`config.mk`:
```
export PLATFORM = sky130hd
export DESIGN_NAME = accel_tilt_to_controller_values_top
export DESIGN_NICKNAME = d
export VERILOG_FILES = /design/src/sv/atcv_pkg.sv /design/src/sv/atcv_cordic.sv /design/src/sv/accel_tilt_to_controller_values_top.sv
export SDC_FILE = /design/constraint.sdc
export NUM_CORES = 2
export LEC_CHECK = 0
export BUFFER_PORTS_ARGS = -buffer_cell sky130_fd_sc_hd__buf_4
export CORE_MARGIN = 4
export CORE_UTILIZATION = 45
export CTS_BUF_LIST = sky130_fd_sc_hd__clkbuf_8
export CTS_CLUSTER_SIZE = 40
export DETAILED_ROUTE_END_ITERATION = 6
export PLACE_DENSITY = 0.67
export SYNTH_ARGS = -nofsm -noshare
export SYNTH_HDL_FRONTEND = slang
export SYNTH_HIERARCHICAL = 1
export SYNTH_SLANG_ARGS = --single-unit
```
`constraint.sdc`:
```
create_clock -name clk -period 11.8 [get_ports clk]
set_input_delay 0.59 -clock clk [delete_from_list [all_inputs] [get_ports clk]]
set_output_delay 0.59 -clock clk [all_outputs]
set_load 0.02 [all_outputs]
```
`src/sv/atcv_pkg.sv`:
```
// Shared types and constants for the accelerometer tilt block.
// Holds the arctangent table, register indexes and the sequencer state type.
// No dependencies.
`default_nettype none

package atcv_pkg;

  // Configuration register indexes
  localparam logic [1:0] CFG_ROLL_ZERO  = 2'd0;
  localparam logic [1:0] CFG_PITCH_ZERO = 2'd1;

  // Fixed widths of the angle path
  localparam int CORD_W  = 20;   // CORDIC X and Y, signed
  localparam int ANG_ACC = 26;   // angle accumulator, 8 fraction bits
  localparam int DIFF_W  = 17;   // angle after zero subtraction

  // Sequencer states, one-hot
  typedef enum logic [12:0] {
    ST_IDLE        = 13'b0000000000001,
    ST_ROLL_START  = 13'b0000000000010,
    ST_SQ_INIT     = 13'b0000000000100,
    ST_SQRT        = 13'b0000000001000,
    ST_ROLL_WAIT   = 13'b0000000010000,
    ST_PITCH_START = 13'b0000000100000,
    ST_PITCH_WAIT  = 13'b0000001000000,
    ST_WIN_RD      = 13'b0000010000000,
    ST_WIN_UPD     = 13'b0000100000000,
    ST_SET_X       = 13'b0001000000000,
    ST_DIV_X       = 13'b0010000000000,
    ST_SET_Y       = 13'b0100000000000,
    ST_DIV_Y       = 13'b1000000000000
  } atcv_state_t;

  // Status of the CORDIC unit as seen by the sequencer
  typedef struct packed {
    logic        busy;
    logic [14:0] angle;
  } atcv_cord_stat_t;

  // atan(2^-i) in binary angle units with 8 fraction bits
  function automatic logic [21:0] atan_val(input logic [4:0] idx);
    logic [21:0] v;
    unique case (idx)
      5'd0:    v = 22'd2097152;
      5'd1:    v = 22'd1238021;
      5'd2:    v = 22'd654136;
      5'd3:    v = 22'd332050;
      5'd4:    v = 22'd166669;
      5'd5:    v = 22'd83416;
      5'd6:    v = 22'd41718;
      5'd7:    v = 22'd20860;
      5'd8:    v = 22'd10430;
      5'd9:    v = 22'd5215;
      5'd10:   v = 22'd2608;
      5'd11:   v = 22'd1304;
      5'd12:   v = 22'd652;
      5'd13:   v = 22'd326;
      5'd14:   v = 22'd163;
      5'd15:   v = 22'd81;
      5'd16:   v = 22'd41;
      5'd17:   v = 22'd20;
      5'd18:   v = 22'd10;
      5'd19:   v = 22'd5;
      5'd20:   v = 22'd3;
      5'd21:   v = 22'd1;
      5'd22:   v = 22'd1;
      default: v = 22'd0;
    endcase
    return v;
  endfunction

endpackage

`default_nettype wire

```
`src/sv/atcv_cordic.sv`:
```
// Iterative vectoring CORDIC: one micro-rotation per cycle.
// Returns the angle of a first-quadrant vector in units 0..16384.
// Depends on atcv_pkg.
`default_nettype none

module atcv_cordic #(
  parameter int STEPS = 16
) (
  input  wire                                clk,
  input  wire                                rst_n,
  input  wire                                start,
  input  wire signed [atcv_pkg::CORD_W-1:0]  x_in,
  input  wire signed [atcv_pkg::CORD_W-1:0]  y_in,
  output atcv_pkg::atcv_cord_stat_t          stat
);
  import atcv_pkg::*;

  logic                      busy_r;
  logic [4:0]                cnt_r;
  logic                      zero_r;
  logic signed [CORD_W-1:0]  x_r;
  logic signed [CORD_W-1:0]  y_r;
  logic signed [ANG_ACC-1:0] a_r;

  logic signed [CORD_W-1:0]  dx;
  logic signed [CORD_W-1:0]  dy;
  logic signed [ANG_ACC-1:0] step_ang;
  logic signed [ANG_ACC-1:0] rnd;
  logic signed [ANG_ACC-1:0] whole;

  // Shifted operands and table value for the current micro-rotation
  always_comb begin
    dx       = y_r >>> cnt_r;
    dy       = x_r >>> cnt_r;
    step_ang = $signed({4'b0, atan_val(cnt_r)});
  end

  // Control: run STEPS rotations after a start
  always_ff @(posedge clk) begin
    if (!rst_n) begin
      busy_r <= 1'b0;
      cnt_r  <= '0;
    end else if (start) begin
      busy_r <= 1'b1;
      cnt_r  <= '0;
    end else if (busy_r) begin
      if (cnt_r == 5'(STEPS - 1)) begin
        busy_r <= 1'b0;
      end
      cnt_r <= cnt_r + 5'd1;
    end
  end

  // Datapath: rotate towards the X axis and accumulate the angle
  always_ff @(posedge clk) begin
    if (start) begin
      x_r    <= x_in;
      y_r    <= y_in;
      a_r    <= '0;
      zero_r <= (x_in == '0) && (y_in == '0);
    end else if (busy_r) begin
      if (y_r > 0) begin
        x_r <= x_r + dx;
        y_r <= y_r - dy;
        a_r <= a_r + step_ang;
      end else begin
        x_r <= x_r - dx;
        y_r <= y_r + dy;
        a_r <= a_r - step_ang;
      end
    end
  end

  // Round half up to whole units and clamp to the first quadrant
  always_comb begin
    rnd   = a_r + ANG_ACC'(128);
    whole = rnd >>> 8;
    stat.busy = busy_r;
    if (zero_r || whole < 0) begin
      stat.angle = '0;
    end else if (whole > ANG_ACC'(16384)) begin
      stat.angle = 15'd16384;
    end else begin
      stat.angle = whole[14:0];
    end
  end

endmodule

`default_nettype wire

```
`src/sv/accel_tilt_to_controller_values_top.sv`:
```
// A sample runs through the root, the pitch CORDIC pass and the two eight-step divisions in turn;
// the X division is skipped when roll lies in the dead zone, and the roll pass overlaps the root
// for CORDIC_STEPS up to 17. A new sample is taken only once the previous one is through.
// The result register takes a new item only once the previous result has been transferred;
// until then the last Y division step waits.
// Reset (synchronous, active low) clears the sums, fill count, write slot, zero angles and
// out_valid and sets the last outputs to 255; window entries are only used once written.
`default_nettype none

module accel_tilt_to_controller_values_top #(
  parameter int WINDOW_LEN   = 32,
  parameter int CORDIC_STEPS = 16
) (
  input  wire              clk,
  input  wire              rst_n,
  input  wire              in_valid,
  output logic             in_ready,
  input  wire signed [7:0] in_accel_down,
  input  wire signed [7:0] in_accel_back,
  input  wire signed [7:0] in_accel_left,
  output logic             out_valid,
  input  wire              out_ready,
  output logic [6:0]       out_tilt_x,
  output logic [6:0]       out_tilt_y,
  input  wire              cfg_we,
  input  wire [1:0]        cfg_index,
  input  wire [15:0]       cfg_wdata
);
  import atcv_pkg::*;

  localparam int SLW = (WINDOW_LEN > 1) ? $clog2(WINDOW_LEN) : 1;
  localparam int FW  = $clog2(WINDOW_LEN + 1);
  localparam int SW  = DIFF_W + SLW;
  localparam int LW  = FW + 13;
  localparam int NW  = LW + 12;

  atcv_state_t state_r;

  // Configuration registers
  logic signed [15:0] roll_zero_r;
  logic signed [15:0] pitch_zero_r;

  always_ff @(posedge clk) begin
    if (!rst_n) begin
      roll_zero_r  <= '0;
      pitch_zero_r <= '0;
    end else if (cfg_we) begin
      if (cfg_index == CFG_ROLL_ZERO) begin
        roll_zero_r <= cfg_wdata;
      end
      if (cfg_index == CFG_PITCH_ZERO) begin
        pitch_zero_r <= cfg_wdata;
      end
    end
  end

  // Sample and working registers
  logic signed [7:0]        x_r;
  logic signed [7:0]        y_r;
  logic signed [8:0]        z_r;
  logic [14:0]              ysq_r;
  logic [14:0]              zsq_r;
  logic [31:0]              v_r;
  logic [31:0]              res_r;
  logic [31:0]              bit_r;
  logic signed [DIFF_W-1:0] dr_r;
  logic signed [DIFF_W-1:0] dp_r;
  logic signed [DIFF_W-1:0] old_roll_r;
  logic signed [DIFF_W-1:0] old_pitch_r;
  logic signed [SW-1:0]     roll_sum_r;
  logic signed [SW-1:0]     pitch_sum_r;
  logic [FW-1:0]            fill_r;
  logic [SLW-1:0]           slot_r;
  logic [NW-1:0]            num_r;
  logic [NW-1:0]            den_sh_r;
  logic [7:0]               q_r;
  logic [2:0]               dcnt_r;
  logic [7:0]               tx_r;
  logic [7:0]               last_x_r;
  logic [7:0]               last_y_r;

  // Window memories
  logic signed [DIFF_W-1:0] roll_mem  [WINDOW_LEN];
  logic signed [DIFF_W-1:0] pitch_mem [WINDOW_LEN];

  // CORDIC unit, shared by roll and pitch
  logic                     cord_start;
  logic signed [CORD_W-1:0] cord_x;
  logic signed [CORD_W-1:0] cord_y;
  atcv_cord_stat_t          cord_stat;

  atcv_cordic #(
    .STEPS(CORDIC_STEPS)
  ) u_cordic (
    .clk   (clk),
    .rst_n (rst_n),
    .start (cord_start),
    .x_in  (cord_x),
    .y_in  (cord_y),
    .stat  (cord_stat)
  );

  logic [8:0] abs_x;
  logic [8:0] abs_y;
  logic [8:0] abs_z;

  always_comb begin
    abs_x = (x_r < 0) ? 9'(-x_r) : 9'(x_r);
    abs_y = (y_r < 0) ? 9'(-y_r) : 9'(y_r);
    abs_z = (z_r < 0) ? 9'(-z_r) : 9'(z_r);
    cord_start = (state_r == ST_ROLL_START) || (state_r == ST_PITCH_START);
    if (state_r == ST_ROLL_START) begin
      cord_x = $signed({3'b0, abs_z, 8'b0});
      cord_y = $signed({3'b0, abs_y, 8'b0});
    end else begin
      cord_x = $signed({4'b0, res_r[15:0]});
      cord_y = $signed({3'b0, abs_x, 8'b0});
    end
  end

  // Roll and pitch from the CORDIC angle, less the zero angles
  logic signed [DIFF_W:0] roll_q;
  logic signed [DIFF_W:0] roll_sgn;
  logic signed [DIFF_W:0] roll_cl;
  logic signed [DIFF_W:0] roll_d;
  logic signed [DIFF_W:0] pitch_sgn;
  logic signed [DIFF_W:0] pitch_d;

  always_comb begin
    roll_q = (z_r < 0) ? (18'sd32768 - $signed({3'b0, cord_stat.angle}))
                       : $signed({3'b0, cord_stat.angle});
    roll_sgn = (y_r < 0) ? -roll_q : roll_q;
    roll_cl  = (roll_sgn > 18'sd32767) ? 18'sd32767 : roll_sgn;
    roll_d   = roll_cl - 18'(roll_zero_r);
    pitch_sgn = (x_r > 0) ? -$signed({3'b0, cord_stat.angle})
                          : $signed({3'b0, cord_stat.angle});
    pitch_d   = pitch_sgn - 18'(pitch_zero_r);
  end

  // Square root trial
  logic [31:0] sq_trial;
  assign sq_trial = res_r + bit_r;

  // Mapping of the averages to numerators and denominators
  logic signed [NW:0] lim_e;
  logic signed [NW:0] rsum_e;
  logic signed [NW:0] psum_e;
  logic signed [NW:0] rs_cl;
  logic signed [NW:0] ps_cl;
  logic signed [NW:0] num_hi;
  logic signed [NW:0] num_lo;
  logic signed [NW:0] num_y;
  logic               x_hi;
  logic               x_lo;

  always_comb begin
    lim_e  = $signed({{(NW + 1 - LW){1'b0}}, fill_r, 13'b0});
    rsum_e = (NW + 1)'(roll_sum_r);
    psum_e = (NW + 1)'(pitch_sum_r);
    if (rsum_e > lim_e) begin
      rs_cl = lim_e;
    end else if (rsum_e < -lim_e) begin
      rs_cl = -lim_e;
    end else begin
      rs_cl = rsum_e;
    end
    if (psum_e < 0) begin
      ps_cl = '0;
    end else if (psum_e > lim_e) begin
      ps_cl = lim_e;
    end else begin
      ps_cl = psum_e;
    end
    x_hi   = (3 * rs_cl) > lim_e;
    x_lo   = (3 * rs_cl) < -lim_e;
    num_hi = (NW + 1)'(762 * rs_cl + 258 * lim_e);
    num_lo = (NW + 1)'(762 * rs_cl + 766 * lim_e);
    num_y  = (NW + 1)'(254 * ps_cl + lim_e);
  end

  // Divider trial
  logic       div_ge;
  logic [7:0] q_nxt;
  assign div_ge = num_r >= den_sh_r;
  assign q_nxt  = {q_r[6:0], div_ge};

  // Result offer: only when a value has changed, and held while the last one waits
  logic y_last;
  logic val_chg;
  logic div_hold;
  logic emit;
  assign y_last   = (state_r == ST_DIV_Y) && (dcnt_r == 3'd7);
  assign val_chg  = (tx_r != last_x_r) || (q_nxt != last_y_r);
  assign div_hold = y_last && val_chg && out_valid && !out_ready;
  assign emit     = y_last && val_chg && !div_hold;

  // Main sequencer
  always_ff @(posedge clk) begin
    if (!rst_n) begin
      state_r     <= ST_IDLE;
      roll_sum_r  <= '0;
      pitch_sum_r <= '0;
      fill_r      <= '0;
      slot_r      <= '0;
      last_x_r    <= 8'd255;
      last_y_r    <= 8'd255;
      out_valid   <= 1'b0;
    end else begin
      if (emit) begin
        out_tilt_x <= tx_r[6:0];
        out_tilt_y <= q_nxt[6:0];
        out_valid  <= 1'b1;
        last_x_r   <= tx_r;
        last_y_r   <= q_nxt;
      end else if (out_valid && out_ready) begin
        out_valid <= 1'b0;
      end
      unique case (state_r)
        ST_IDLE: begin
          if (in_valid) begin
            x_r     <= in_accel_back;
            y_r     <= in_accel_left;
            z_r     <= -9'(in_accel_down);
            state_r <= ST_ROLL_START;
          end
        end
        ST_ROLL_START: begin
          ysq_r   <= 15'(y_r * y_r);
          zsq_r   <= 15'(z_r * z_r);
          state_r <= ST_SQ_INIT;
        end
        ST_SQ_INIT: begin
          v_r     <= {16'(ysq_r) + 16'(zsq_r), 16'b0};
          res_r   <= '0;
          bit_r   <= 32'h4000_0000;
          state_r <= ST_SQRT;
        end
        ST_SQRT: begin
          if (v_r >= sq_trial) begin
            v_r   <= v_r - sq_trial;
            res_r <= (res_r >> 1) + bit_r;
          end else begin
            res_r <= res_r >> 1;
          end
          bit_r <= bit_r >> 2;
          if (bit_r == 32'd1) begin
            state_r <= ST_ROLL_WAIT;
          end
        end
        ST_ROLL_WAIT: begin
          if (!cord_stat.busy) begin
            dr_r    <= roll_d[DIFF_W-1:0];
            state_r <= ST_PITCH_START;
          end
        end
        ST_PITCH_START: begin
          state_r <= ST_PITCH_WAIT;
        end
        ST_PITCH_WAIT: begin
          if (!cord_stat.busy) begin
            dp_r    <= pitch_d[DIFF_W-1:0];
            state_r <= ST_WIN_RD;
          end
        end
        ST_WIN_RD: begin
          state_r <= ST_WIN_UPD;
        end
        ST_WIN_UPD: begin
          if (fill_r == FW'(WINDOW_LEN)) begin
            roll_sum_r  <= roll_sum_r - SW'(old_roll_r) + SW'(dr_r);
            pitch_sum_r <= pitch_sum_r - SW'(old_pitch_r) + SW'(dp_r);
          end else begin
            roll_sum_r  <= roll_sum_r + SW'(dr_r);
            pitch_sum_r <= pitch_sum_r + SW'(dp_r);
            fill_r      <= fill_r + FW'(1);
          end
          slot_r  <= (slot_r == SLW'(WINDOW_LEN - 1)) ? '0 : slot_r + SLW'(1);
          state_r <= ST_SET_X;
        end
        ST_SET_X: begin
          dcnt_r <= '0;
          q_r    <= '0;
          if (x_hi) begin
            num_r    <= num_hi[NW-1:0];
            den_sh_r <= NW'({lim_e[NW-1:0], 10'b0});
            state_r  <= ST_DIV_X;
          end else if (x_lo) begin
            num_r    <= num_lo[NW-1:0];
            den_sh_r <= NW'({lim_e[NW-1:0], 10'b0});
            state_r  <= ST_DIV_X;
          end else begin
            tx_r    <= 8'd64;
            state_r <= ST_SET_Y;
          end
        end
        ST_DIV_X: begin
          if (div_ge) begin
            num_r <= num_r - den_sh_r;
          end
          q_r      <= q_nxt;
          den_sh_r <= den_sh_r >> 1;
          dcnt_r   <= dcnt_r + 3'd1;
          if (dcnt_r == 3'd7) begin
            tx_r    <= q_nxt;
            state_r <= ST_SET_Y;
          end
        end
        ST_SET_Y: begin
          dcnt_r   <= '0;
          q_r      <= '0;
          num_r    <= num_y[NW-1:0];
          den_sh_r <= NW'({lim_e[NW-1:0], 8'b0});
          state_r  <= ST_DIV_Y;
        end
        ST_DIV_Y: begin
          // The last step of a changed result waits until the previous result has been transferred
          if (!div_hold) begin
            if (div_ge) begin
              num_r <= num_r - den_sh_r;
            end
            q_r      <= q_nxt;
            den_sh_r <= den_sh_r >> 1;
            dcnt_r   <= dcnt_r + 3'd1;
            if (dcnt_r == 3'd7) begin
              state_r <= ST_IDLE;
            end
          end
        end
        default: begin
          state_r <= ST_IDLE;
        end
      endcase
    end
  end

  // Window read of the outgoing entry and write of the new one
  always_ff @(posedge clk) begin
    if (state_r == ST_WIN_RD) begin
      old_roll_r  <= roll_mem[slot_r];
      old_pitch_r <= pitch_mem[slot_r];
    end
    if (state_r == ST_WIN_UPD) begin
      roll_mem[slot_r]  <= dr_r;
      pitch_mem[slot_r] <= dp_r;
    end
  end

  assign in_ready = (state_r == ST_IDLE);

  // Checks
  a_fill_bound: assert property (@(posedge clk) disable iff (!rst_n)
    fill_r <= FW'(WINDOW_LEN))
    else $error("fill count beyond window length");

  a_slot_bound: assert property (@(posedge clk) disable iff (!rst_n)
    slot_r <= SLW'(WINDOW_LEN - 1))
    else $error("write slot beyond window");

  a_busy_after_take: assert property (@(posedge clk) disable iff (!rst_n)
    (in_valid && in_ready) |=> !in_ready)
    else $error("input taken while a sample is in progress");

  a_cordic_idle_start: assert property (@(posedge clk) disable iff (!rst_n)
    (state_r == ST_PITCH_START) |-> !cord_stat.busy)
    else $error("CORDIC restarted while busy");

endmodule

`default_nettype wire
```
* After elaboration in Yosys (flattened, before gate mapping)
Memory sizes are Yosys's and may differ from the RTL's. A register that Yosys moved wholly into a read port is not among the register bits.
Cells that the tools add are included.
** Operators by class
- Multiply operators :: 7
- Add/sub/neg operators :: 35
- Mux-type cells :: 66
- Eq/ne operators :: 32
- Magnitude comparators :: 16
- Reductions and logical operators :: 37
- Shift-type cells :: 2
- Bitwise gates (word level) :: 3
** Operators with widths (number)
- $pmux 31 s4 :: 2
- $mux 31 :: 7
- $mux 32 :: 6
- $pmux 32 s2 :: 3
- $pmux 13 s13 :: 1
- $mux 20 :: 6
- $mux 13 :: 7
- $add 22x17->22 :: 4
- $mux 17 :: 4
- $gt 22x20->1 :: 2
- $mux 22 :: 2
- $sub 22x17->22 :: 2
- $add 20x20->20 :: 2
- $logic_not 20->1 :: 2
- $sshr 20x5->20 :: 2
- $sub 20x20->20 :: 2
- $gt 18x16->1 const B :: 2
- $mux 18 :: 2
- $sub 17x16->17 :: 2
- $add 31x32->32 :: 1
- $add 32x32->32 :: 1
- $eq 32x1->1 const B :: 1
- $ge 32x32->1 :: 1
- $gt 32x20->1 :: 1
- other kinds (82) :: 133
** Storage, ports and cells
- Logic and storage cells :: 234
- ROM bits :: 704
- Input bits :: 47
- Memories kept :: 3
- Output and inout bits :: 16
- RAM bits :: 1088
- Register bits :: 469
** Memories
- (name not given) :: depth 32, width 22, rd ports 1, clocked after memory_dff 1, wr ports 0, line atcv_pkg.sv:43 : unique case (idx)
- pitch_mem :: depth 32, width 17, rd ports 1, clocked after memory_dff 1, wr ports 1, line accel_tilt_to_controller_values_top.sv:84 : logic signed [DIFF_W-1:0] pitch_mem [WINDOW_LEN];
- roll_mem :: depth 32, width 17, rd ports 1, clocked after memory_dff 1, wr ports 1, line accel_tilt_to_controller_values_top.sv:83 : logic signed [DIFF_W-1:0] roll_mem [WINDOW_LEN];

* Depth between registers and ports, before layout
- Word-level depth :: 11
- Gate-level depth with buffers :: 59
- Gate-level depth less buffers :: 56

* By module
Netlist, hierarchy kept.
** Modules (own cells, without submodules)
- accel_tilt_to_controller_values_top :: times used 1, seq. area each 43812.0 um2, area an instance 87440.1 um2, cells each 6875
- atcv_cordic :: times used 1, seq. area each 2312.2 um2, area an instance 11162.0 um2, cells each 1332

* Worst setup path after synthesis
No wires, ideal clock.
- Path type :: flip-flop to flip-flop
- Start point :: reg fill_r[0]
- End point :: reg num_r[30] (data pin)
- Setup slack :: -0.617 ns
- Stages on the path, launching flop included :: 57
- Data required time :: 11.528 ns
- Arrival :: 12.145 ns
- Cells stage by stage :: dfxtp_1 > buf_2 > inv_1 > ha_1 > nor3b_4 > and2_1 > ha_1 > nand2_1 > o21ai_0 > nor2_1 > a311o_2 > and2_1 > clkbuf_1 > clkbuf_1 > nor3_1 > ha_1 > ha_1 > a21oi_1 > (+21 left out) > nand2_1 > o21ai_0 > fa_1 > a21o_1 > a21oi_1 > o21bai_1 > a21oi_1 > o21bai_1 > a21oi_1 > o21bai_1 > a2111o_1 > a31o_2 > a21o_1 > a21oi_1 > nor2b_1 > xnor2_1 > nor2_1 > or4_1
** Between the ends
- Word-level cells in the longest chain between the ends :: 9
** RTL lines
- start, declared :: line accel_tilt_to_controller_values_top.sv:72 : logic [FW-1:0] fill_r;
- start signal, assigned :: line accel_tilt_to_controller_values_top.sv:275 : fill_r <= fill_r + FW'(1);
- $neg 19->32 :: line accel_tilt_to_controller_values_top.sv:162, accel_tilt_to_controller_values_top.sv:163
- $lt 22x32->1 :: line accel_tilt_to_controller_values_top.sv:162 : end else if (rsum_e < -lim_e) begin
- $mux 32 :: line accel_tilt_to_controller_values_top.sv:162
- $mux 32 :: line accel_tilt_to_controller_values_top.sv:160 : if (rsum_e > lim_e) begin
- $mul 10x32->30 :: line accel_tilt_to_controller_values_top.sv:176, accel_tilt_to_controller_values_top.sv:177
- $add 31x30->31 :: line accel_tilt_to_controller_values_top.sv:177 : num_lo = (NW + 1)'(762 * rs_cl + 766 * lim_e);
- $mux 31 :: line accel_tilt_to_controller_values_top.sv:287 : end else if (x_lo) begin
- $mux 31 :: line accel_tilt_to_controller_values_top.sv:283 : if (x_hi) begin
- $pmux 31 s4 (*) :: line accel_tilt_to_controller_values_top.sv:218 : unique case (state_r)
- end signal, assigned :: line accel_tilt_to_controller_values_top.sv:284 : num_r <= num_hi[NW-1:0];
- end signal, assigned :: line accel_tilt_to_controller_values_top.sv:288 : num_r <= num_lo[NW-1:0];
- end signal, assigned :: line accel_tilt_to_controller_values_top.sv:298 : num_r <= num_r - den_sh_r;
- end, declared :: line accel_tilt_to_controller_values_top.sv:74 : logic [NW-1:0] num_r;
Mark *: on every way between the ends. The rest lies on a longest branch, timed or not. The select of a mux whose other input is x is not followed.
A chain may end at the register's enable or synchronous reset.

* Worst setup path after layout
- Start point :: reg fill_r[2]
- End point :: reg num_r[30] (data pin)
The elaborated chain is that of the path after synthesis.

==> impl_metrics.toml <==
[run_status]
status = "finished, violations left"
violations = "design-rule violations"

[power]
sequentialPowerShare = 0.417
pwr-share-comb = 0.276
p_sw_mw = 4.95
peakVddDrop_mv = 0.138
power.leakage_nw = 42.9
p_int_mw = 10.8
p_sw_frac = 0.314
pwr-share-clk = 0.307
power_per_cell_area_nw_per_um2 = 143

[synthesis]
ys_types = 107
postSynthAreaPerCell_um2 = 12.0
synth_most_common_cell = "edfxtp_1"
synth_top_cell_by_area = "edfxtp_1"
synth_top_area_frac = 0.433
synth_seq_cells = 1593
synthTopCellsByCount = "edfxtp_1 (1422), inv_1 (807), ha_1 (662)"
seq_area_frac_synth = 0.468
synth_area_leaders = "edfxtp_1 (43%), ha_1 (8.4%), fa_1 (7.2%)"
ys_dominant_reg_cell = "edfxtp_1"
synth-edff-count = 1422
synth-warning-count = 6
syn_inst = 8207
ys_async_sr_fraction = 0
synth_area_um2 = 98600

[worst_setup_path]
regToRegStartpoint = "fill_r[2]"
crit_type = "reg -> reg"
max_stage_delay_ps = 520
path_common_cell = "a21oi_2"
worstSetupStartpointType = "register"
reg2reg_to = "num_r[30]"
crit_end = "num_r[30]"
rrSetupSlack_ps = 400
critPathMaxFanout = 6
crit_slowest_cell = "or4_1"
reg2reg_depth = 58
end_kind = "register"
cp.arrival_ps = 12080
critPathLaunch = "fill_r[2]"
critical_path_required_ps = 12480

[placed_design]
port_buffers = 62
dp_worst_setup_slack_ps = -320
placed_area_um2 = 104000
globalplace.congestion = 0.907
post-dp-hpwl_um = 179000
dp_cells = 11100

[die]
pin_count = 63
core.rowCount = 171
die-area_um2 = 227000
initial_utilization = 0.453
die_h_um = 476
core-area_um2 = 218000
die_x_um = 476

[clock_network]
cts_max_level = 5
clockBufferDepth = 4
cts_root_buffer = "clkbuf_8"
cts_tree = "built"
cts_buffers = 286
cts.reportedPaths.clkPinSlew_ps = 60
cts.sinks = 1593
insertion_delay_ps = 1030

[final_layout]
nets = 9688
final_util = 0.506
syn_to_final_growth_pct = 11.7
stdcell_area_um2 = 110000
layoutNonFillerInstCount = 11700
drive_gt1_frac = 0.139

[sta]
tightest_slew_ps = 1300
hold_viol = 0
min_period_ps = 11400
fin_setup_tns_ps = 0
finalCritPeriodShare = 0.966
setup_viol = 0
finalMaxSlewViolations = 0
fin_skew_ps = 86.1
worst_slack_ps = 403
slew_headroom = 0.125
max_freq_mhz = 87.7

[flow_run]
cap_violations = 0

[route]
vias = 68000
avgViaCountPerCell = 5.82
wirelength_um = 262000
drtIter0Drc = 6080
wl_per_cell_um = 22.5
postRouteAntennaNets = 0
drc = 1
first_pass_iters = 7

[global_route]
grt.total_usage = 0.229
grt_pass1_wl_um = 402000
grt_start_max_net_pins = 135
antenna_found_initial = 7
grt_pass1_vias = 67800
grt.overflow.total = 0

[min_path]
hold_class = "in -> reg"
routing by layer:
layer,GRT usage,share of wire,up-vias
met3,0.0358,0.074,487
li1,-,-,31000
met4,0.0738,0.031,0
met1,0.309,0.41,33900
met2,0.382,0.48,2662
met5,0,0,-
worst max-delay path, delay by kind of cell (launching register included):
family	cells	cell delay, ps
flops	1	320
compound gates	25	4650
fa+ha+maj	5	1400
mux	1	190
xor+xnor	3	430
buf+inv	7	1010
simple gates	17	3080
worst min-delay path by stage:
stage / startpoint / endpoint / slack (ps) / depth (start not counted)
5_1_grt: rst_n / last_x_r[5] / 150 / 3
4_1_cts: rst_n / last_x_r[5] / 100 / 3
2_1_floorplan: pitch_zero_r[10] / pitch_zero_r[10] / 440 / 2
3_5_place_dp: roll_zero_r[5] / roll_zero_r[5] / 450 / 2
6_report: rst_n / last_x_r[4] / 210 / 3
3_3_place_gp: roll_zero_r[3] / roll_zero_r[3] / 440 / 2
through the flow:
stage	hold slack [ps]	power, mW
after floorplan	436	10.0
after global placement	443	10.9
after detailed placement	448	11.0
after CTS	103	15.9
after global routing	145	16.7
final	213	15.8
flip-flops by register name, summed over array words and instances (netlist names), 22 cells and up:
register           flops
u_cordic/step_ang     22
u_cordic/a_r          26
roll_sum_r            22
pitch_sum_r           22
den_sh_r              29
pitch_mem            544
res_r                 32
v_r                   32
num_r                 31
roll_mem             544
cells by family after synthesis:
| logic type | share of synthesized area |
|---|---|
| simple gates | 0.0932 |
| compound gates | 0.106 |
| xor+xnor | 0.0506 |
| other cells | 0.0000762 |
| mux | 0.0832 |
| fa+ha+maj | 0.156 |
| buf+inv | 0.0429 |
| flops | 0.468 |
layout by cell type, fill, tap and decap left out, types with 170 or more instances in the layout:
cell and n:
buf_4 330, xnor2_1 358, mux4_2 315, nor2_1 467, nand2_1 550, xor2_1 209, fa_1 354, ha_1 656
a21oi_1 353, clkbuf_8 300, nor3_1 170, inv_1 885, edfxtp_1 1422, o21ai_0 314
power by group through the flow:
stage                     Sequential, mW  Clock (mW)  Combinational (mW)
after floorplan                     6.60           0                3.41
after global placement              6.69           0                4.20
after detailed placement            6.70           0                4.31
after CTS                           6.58        4.96                4.35
after global routing                6.60        5.23                4.88
final                               6.59        4.84                4.36
layout make-up:
class	instances	area, um^2
fillers	18700	107000
multi-input cells	5544	49100
flip-flops and latches	1593	46100
clock buffers	300	4130
well taps	2854	3570
repair buffers	384	3070
inverters	815	3060
clock inverters	182	1020
diodes	5	12.5
repair_timing:
item / CTS / global route
gates cloned: 0 / 1
gates resized for setup: 9 / 48
pin swaps: 5 / 29
buffers inserted: 1 / 8
hold buffers: 48 / 0
endpoints found under the hold margin: 59 / 0
setup endpoints to repair: 2 / 4
Note: power is estimated with default switching activity, not from simulation.
